File: config.mk
export PLATFORM = sky130hd
export DESIGN_NAME = kvp_csr
export DESIGN_NICKNAME = d
export VERILOG_FILES = /design/src/rtl/kvp_pkg.sv /design/src/rtl/kvp_csr.sv
export SDC_FILE = /design/constraint.sdc
export NUM_CORES = 1
export LEC_CHECK = 0
export CAP_MARGIN = 25
export CORE_MARGIN = 3
export CORE_UTILIZATION = 30
export CTS_CLUSTER_SIZE = 10
export DETAILED_ROUTE_END_ITERATION = 7
export DONT_BUFFER_PORTS = 1
export GPL_ROUTABILITY_DRIVEN = 0
export HOLD_SLACK_MARGIN = 0.05
export PLACE_DENSITY = 0.44
export SETUP_SLACK_MARGIN = 0.15
export SYNTH_ARGS = -nofsm -noshare
export SYNTH_HDL_FRONTEND = slang
export SYNTH_SLANG_ARGS = --single-unit
File: constraint.sdc
create_clock -name clock -period 1.7 [get_ports clock]
set_input_delay 0.085 -clock clock [delete_from_list [all_inputs] [get_ports clock]]
set_output_delay 0.085 -clock clock [all_outputs]
set_load 0.01 [all_outputs]
File: src/rtl/kvp_pkg.sv
// Package for the keyframe vertex projection block: field widths, register
// codes, reset values and the payload structs shared by all rtl files.
// No dependencies.
package kvp_pkg;

   localparam int POS_W    = 24;
   localparam int ROT_W    = 32;
   localparam int HS_W     = 31;
   localparam int OFS_W    = 24;
   localparam int BLEND_W  = 9;
   localparam int CY_W     = 13;
   localparam int SCR_W    = 20;
   localparam int DEPTH_W  = 23;
   localparam int FRAC_POS = 8;
   localparam int FRAC_ROT = 16;
   localparam int TZ_W     = POS_W + ROT_W + 2 - FRAC_ROT;
   localparam int QB       = 20;
   localparam int CSR_AW   = 5;
   localparam int CSR_DW   = 32;

   localparam int HALF_Q8  = 128;
   localparam int HALF_Q16 = 32768;

   localparam logic [BLEND_W-1:0] BLEND_ONE = BLEND_W'(256);

   localparam logic signed [ROT_W-1:0] ROT_COS_RST = ROT_W'(65536);
   localparam logic [HS_W-1:0]         HEIGHT_SCALE_RST = HS_W'(65536);

   typedef enum logic [2:0] {
      REG_ROT_COS,
      REG_ROT_SIN,
      REG_HEIGHT_SCALE,
      REG_DEPTH_OFS,
      REG_SIDE_OFS,
      REG_HEIGHT_OFS,
      REG_BLEND,
      REG_CENTER_Y
   } reg_idx_type;

   typedef struct packed {
      logic signed [POS_W-1:0] first_x;
      logic signed [POS_W-1:0] first_y;
      logic signed [POS_W-1:0] first_z;
      logic signed [POS_W-1:0] second_x;
      logic signed [POS_W-1:0] second_y;
      logic signed [POS_W-1:0] second_z;
   } req_type;

   typedef struct packed {
      logic signed [SCR_W-1:0] screen_x;
      logic signed [SCR_W-1:0] screen_y;
      logic [DEPTH_W-1:0]      depth;
      logic                    visible;
   } rsp_type;

   typedef struct packed {
      logic signed [ROT_W-1:0] rot_cos_scaled;
      logic signed [ROT_W-1:0] rot_sin_scaled;
      logic [HS_W-1:0]         height_scale;
      logic signed [OFS_W-1:0] depth_offset;
      logic signed [OFS_W-1:0] side_offset;
      logic signed [OFS_W-1:0] height_offset;
      logic [BLEND_W-1:0]      blend;
      logic signed [CY_W-1:0]  center_y;
   } cfg_type;

   typedef struct packed {
      logic signed [TZ_W-1:0] tz;
      logic signed [TZ_W-1:0] tx;
      logic signed [TZ_W-1:0] dz;
   } xf_type;

endpackage

File: src/rtl/kvp_csr.sv
// Configuration register file with an APB-style write and read port.
// Depends on kvp_pkg.
module kvp_csr #(
   parameter int SCREEN_HEIGHT = 200
) (
   input  logic                          clock,
   input  logic                          reset,
   input  logic                          csr_psel,
   input  logic                          csr_penable,
   input  logic                          csr_pwrite,
   input  logic [kvp_pkg::CSR_AW-1:0]    csr_paddr,
   input  logic [kvp_pkg::CSR_DW-1:0]    csr_pwdata,
   output logic [kvp_pkg::CSR_DW-1:0]    csr_prdata,
   output logic                          csr_pready,
   output kvp_pkg::cfg_type              cfg
);
   import kvp_pkg::*;

   cfg_type     cfg_ff;
   cfg_type     cfg_in;
   cfg_type     cfg_rst;
   reg_idx_type idx;
   logic        wr;

   assign idx        = reg_idx_type'(csr_paddr[CSR_AW-1:2]);
   assign wr         = csr_psel & csr_penable & csr_pwrite;
   assign csr_pready = 1'b1;
   assign cfg        = cfg_ff;

   always_comb begin
      cfg_rst                = '0;
      cfg_rst.rot_cos_scaled = ROT_COS_RST;
      cfg_rst.height_scale   = HEIGHT_SCALE_RST;
      cfg_rst.center_y       = CY_W'(SCREEN_HEIGHT / 2);
   end

   always_comb begin
      cfg_in = cfg_ff;
      if (wr) begin
         unique case (idx)
            REG_ROT_COS:      cfg_in.rot_cos_scaled = csr_pwdata[ROT_W-1:0];
            REG_ROT_SIN:      cfg_in.rot_sin_scaled = csr_pwdata[ROT_W-1:0];
            REG_HEIGHT_SCALE: cfg_in.height_scale   = csr_pwdata[HS_W-1:0];
            REG_DEPTH_OFS:    cfg_in.depth_offset   = csr_pwdata[OFS_W-1:0];
            REG_SIDE_OFS:     cfg_in.side_offset    = csr_pwdata[OFS_W-1:0];
            REG_HEIGHT_OFS:   cfg_in.height_offset  = csr_pwdata[OFS_W-1:0];
            REG_BLEND:        cfg_in.blend          = csr_pwdata[BLEND_W-1:0];
            REG_CENTER_Y:     cfg_in.center_y       = csr_pwdata[CY_W-1:0];
            default:          cfg_in = cfg_ff;
         endcase
      end
   end

   always_comb begin
      unique case (idx)
         REG_ROT_COS:      csr_prdata = CSR_DW'(cfg_ff.rot_cos_scaled);
         REG_ROT_SIN:      csr_prdata = CSR_DW'(cfg_ff.rot_sin_scaled);
         REG_HEIGHT_SCALE: csr_prdata = CSR_DW'(cfg_ff.height_scale);
         REG_DEPTH_OFS:    csr_prdata = CSR_DW'(cfg_ff.depth_offset);
         REG_SIDE_OFS:     csr_prdata = CSR_DW'(cfg_ff.side_offset);
         REG_HEIGHT_OFS:   csr_prdata = CSR_DW'(cfg_ff.height_offset);
         REG_BLEND:        csr_prdata = CSR_DW'(cfg_ff.blend);
         REG_CENTER_Y:     csr_prdata = CSR_DW'(cfg_ff.center_y);
         default:          csr_prdata = '0;
      endcase
   end

   always_ff @(posedge clock) begin
      if (reset) begin
         cfg_ff <= cfg_rst;
      end else begin
         cfg_ff <= cfg_in;
      end
   end

endmodule

After elaboration in Yosys (flattened, before gate mapping)
Index checks and enable logic that the tools add are counted.
{"block": "totals", "reg_bits": 189, "in_bits": 42, "elab_cells": 27, "output_inout_bits": 222}
{"block": "op_classes", "mux": 1, "n_bitwise": 2, "n_eq_ne": 7, "reduce_logical": 9}
{"cell": "$pmux W32 S8", "count": 1}
{"cell": "$reduce_and A2 Y1", "count": 8}
{"cell": "$eq A3 B3 Y1 const B", "count": 4}
{"cell": "$eq A3 B2 Y1 const B", "count": 2}
{"cell": "$eq A3 B1 Y1 const B", "count": 1}
{"cell": "$logic_not A3 Y1", "count": 1}
{"cell": "$and A1 B1 Y1", "count": 2}

Logic depth before layout (Yosys ltp)
{"block": "depth", "depth_word": 3, "mapped_depth": 7, "depth_no_buf": 4}

Worst setup path before layout
OpenSTA, ideal clock, no wires.
{"block": "synth_path", "path_kind": "reg-to-output", "startpoint": "register cfg_ff, in the netlist cfg[12]", "endpoint": "output port csr_prdata[31] (netlist name)", "stages_incl_launch_ff": 6, "path_buffers": 1, "slack_ps": 401, "required_ps": 1615, "t_arrival_ps": 1214, "cell_sequence": "dfxtp_1 and2_1 clkbuf_1 a21oi_1 o32a_1 o21ai_0"}
{"block": "synth_between", "elab_chain_len": 1}
{"element": "from (decl)", "line": "kvp_csr.sv:19", "rtl": "cfg_type cfg_ff;"}
{"element": "from (signal assigned)", "line": "kvp_csr.sv:70", "rtl": "cfg_ff <= cfg_rst;"}
{"element": "from (signal assigned)", "line": "kvp_csr.sv:72", "rtl": "cfg_ff <= cfg_in;"}
{"element": "$pmux W32 S8", "line": "kvp_csr.sv:55", "rtl": "unique case (idx)"}
{"element": "to (decl)", "line": "kvp_csr.sv:13", "rtl": "output logic [kvp_pkg::CSR_DW-1:0] csr_prdata,"}
No other way between the ends.

Worst setup path after layout
{"block": "layout_path", "startpoint": "register cfg_ff, in the netlist cfg[33]", "endpoint": "output port csr_prdata[11] (netlist name)"}
The elaborated chain is that of the path after synthesis.

==> results.sh <==
export IMPL_outcome="completed"
export IMPL_vias=8309
export IMPL_ctsRootBufferMaster="clkbuf_16"
export IMPL_syn_num_nets=1135
export IMPL_ir_drop_uv=585
export IMPL_core_region_area_um2=27200
export IMPL_largest_reg_flops=189
export IMPL_setup_viol=0
export IMPL_cp_slowest_cell="dfxtp_4"
export IMPL_synth_area_leader_cell="dfxtp_1"
export IMPL_clock_fmax_mhz=616
export IMPL_end_kind="output pin"
export IMPL_cp_data_arrival_time_ns=1.54
export IMPL_dpl_cell_count=1414
export IMPL_drtIter0Drc=596
export IMPL_path_max_fanout=3
export IMPL_async_flop_share=0
export IMPL_dr_pass1_iters=5
export IMPL_cts_htree_levels=4
export IMPL_syn_area_per_cell_um2=7.64
export IMPL_drive_gt1_frac=0.198
export IMPL_cts_made_buffers=17
export IMPL_boundaryPins=264
export IMPL_grt_total_usage=0.237
export IMPL_clkLatencyLatePin_ns=0.42
export IMPL_synth_edf_count=0
export IMPL_start_util=0.307
export IMPL_cts_buffer_depth=2
export IMPL_grt_pass1_wl_mm=54.8
export IMPL_dp_hpwl_mm=22.1
export IMPL_syn_area_um2=8350
export IMPL_post_route_util=0.415
export IMPL_grt_ovfl_total=0
export IMPL_die_y_um=173
export IMPL_clk_pin_slew_worst_paths_ns=0.08
export IMPL_clock_sinks=189
export IMPL_ys_types=44
export IMPL_fin_crit_sh=0.955
export IMPL_yosys_register_bits=189
export IMPL_drc=0
export IMPL_grt_max_degree=116
export IMPL_areaGrowthSynthToFinish_pct=35.0
export IMPL_maxCapViolCount=0
export IMPL_synth_top_area_frac=0.453
export IMPL_wl_mm=36.4
export IMPL_rsz0062_at_grt="true"
export IMPL_crit_chain="mux2_4 > a221oi_2 > nor3_2 > buf_4"
export IMPL_tightest_slew_ns=0.761
export IMPL_slowest_delay_ns=0.37
export IMPL_grt_pass1_vias=8166
export IMPL_synthTopCellsByArea="dfxtp_1, nand2_1, a21oi_1, mux2i_1, buf_2"
export IMPL_seq_area_frac_synth=0.453
export IMPL_die_w_um=173
export IMPL_n_antenna_cell=0
export IMPL_report_final_slew_viol_count=0
export IMPL_stdcell_count=1588
export IMPL_period_minus_slack_ns=1.62
export IMPL_relSlewSlack=0.493
export IMPL_postRouteAntennaNets=0
export IMPL_syn_inst=1093
export IMPL_startpoint_type="flip-flop"
export IMPL_synth_ff_type="dfxtp_1"
export IMPL_final_hold_viol_count=0
export IMPL_antenna_found_initial=0
export IMPL_holdCritPathClass="in -> reg"
export IMPL_vias_per_cell=5.23
export IMPL_placed_area_um2=8690
export IMPL_yosysWarnings=0
export IMPL_final_cell_area_um2=11300
export IMPL_fp_row_count=60
export IMPL_finalNetCount=1245
export IMPL_synthTopCellsByCount="nand2_1, a21oi_1, dfxtp_1"
export IMPL_power_density_nw_per_um2=834
export IMPL_post_drt_wl_per_cell_um=22.9
export IMPL_critical_path_class="reg -> out"
export IMPL_finalSetupTns_ns=0
export IMPL_skew_ns=0
export IMPL_cts_tree="built"
export IMPL_power_leakage_nw=4.12
export IMPL_yosysMostFrequentCell="nand2_1"
export IMPL_worst_endpoint_required_ns=1.62
export IMPL_die_area_um2=29900
export IMPL_io_buffer_count=0
==> critical path, delay by kind of cell, from the launching register on <==
| kind | cells | cell delay (ns) |
|---|---|---|
| flops | 1 | 0.37 |
| mux | 1 | 0.29 |
| simple gates | 1 | 0.07 |
| compound gates | 1 | 0.24 |
| buf+inv | 1 | 0.15 |
==> repair_timing <==
action                     4_1_cts  5_1_grt
resized for setup              119       56
setup endpoints to repair       31       34
gates cloned                     1        0
setup buffers                    0        4
pin swaps                       24       31
hold buffers                   137        0
hold endpoints to repair       189        0
==> per-layer routing <==
| metal | GRT usage | vias to the layer above | share of wire |
|---|---|---|---|
| met1 | 0.315 | 4055 | 0.43 |
| met4 | 0.0446 | 0 | 0.011 |
| met2 | 0.387 | 319 | 0.47 |
| li1 | - | 3907 | - |
| met3 | 0.0709 | 28 | 0.089 |
| met5 | 0 | - | 0 |
==> cells by family after synthesis <==
family          Yosys count  share of synthesized area
compound gates          300                      0.210
flops                   189                      0.453
buf+inv                 107                     0.0631
mux                      39                     0.0508
other cells               1                   0.000449
simple gates            457                      0.222
==> stage by stage <==
stage / total power [mW] / setup slack [ns] / hold slack [ns]
final: 9.39 / 0.0759 / 0.0850
after global placement: 5.02 / 0.354 / 0.178
after detailed placement: 5.02 / 0.328 / 0.177
after CTS: 9.46 / 0.0477 / 0.0534
after global routing: 9.72 / 0.00521 / 0.0757
after floorplan: 5.02 / 0.401 / 0.206
==> layout make-up <==
| type | count | area (µm²) |
|---|---|---|
| Clock buffer | 17 | 425 |
| Clock inverter | 15 | 205 |
| Fill cell | 2802 | 15900 |
| Inverter | 10 | 37.5 |
| Multi-Input combinational cell | 797 | 4390 |
| Sequential cell | 189 | 3930 |
| Tap cell | 372 | 465 |
| Timing Repair Buffer | 188 | 1810 |
==> final timing paths <==
check             slack [ns]  cells after the start         start              to
setup reg to reg        0.40                      3      cfg[149]        cfg[149]
setup / recovery        0.08                      4       cfg[33]  csr_prdata[11]
hold / removal          0.08                      4  csr_paddr[4]        cfg[168]
hold reg to reg         0.50                      2      cfg[138]        cfg[138]
==> placed cells by master, fill, tap and decap left out, types with 5 or more instances in the layout <==
cell type | netlist | layout
nor2_2 | 5 | 14
clkbuf_16 | 0 | 17
dfxtp_1 | 189 | 112
o2bb2ai_1 | 9 | 9
mux2i_1 | 30 | 27
dfxtp_4 | 0 | 20
dfxtp_2 | 0 | 57
o211ai_1 | 5 | 5
a21oi_2 | 0 | 6
o22ai_2 | 0 | 5
a221oi_2 | 0 | 12
nor2_4 | 0 | 6
mux2_2 | 7 | 5
nand3b_1 | 5 | 5
buf_4 | 6 | 45
o21ai_0 | 23 | 20
nor2_1 | 35 | 20
a21oi_1 | 192 | 186
nand2_1 | 383 | 382
nor2b_1 | 10 | 9
a22oi_1 | 15 | 12
inv_1 | 9 | 9
o22a_1 | 7 | 7
dlygate4sd3_1 | 0 | 136
==> power by group <==
part	total [mW]	switching (mW)	leakage, nW	internal (mW)
combinational	0.605	0.352	2.24	0.253
sequential	4.48	0.0525	1.56	4.43
clock	4.31	2.05	0.307	2.26
total	9.39	2.45	4.12	6.94
Power figures use the tool's default switching activity.
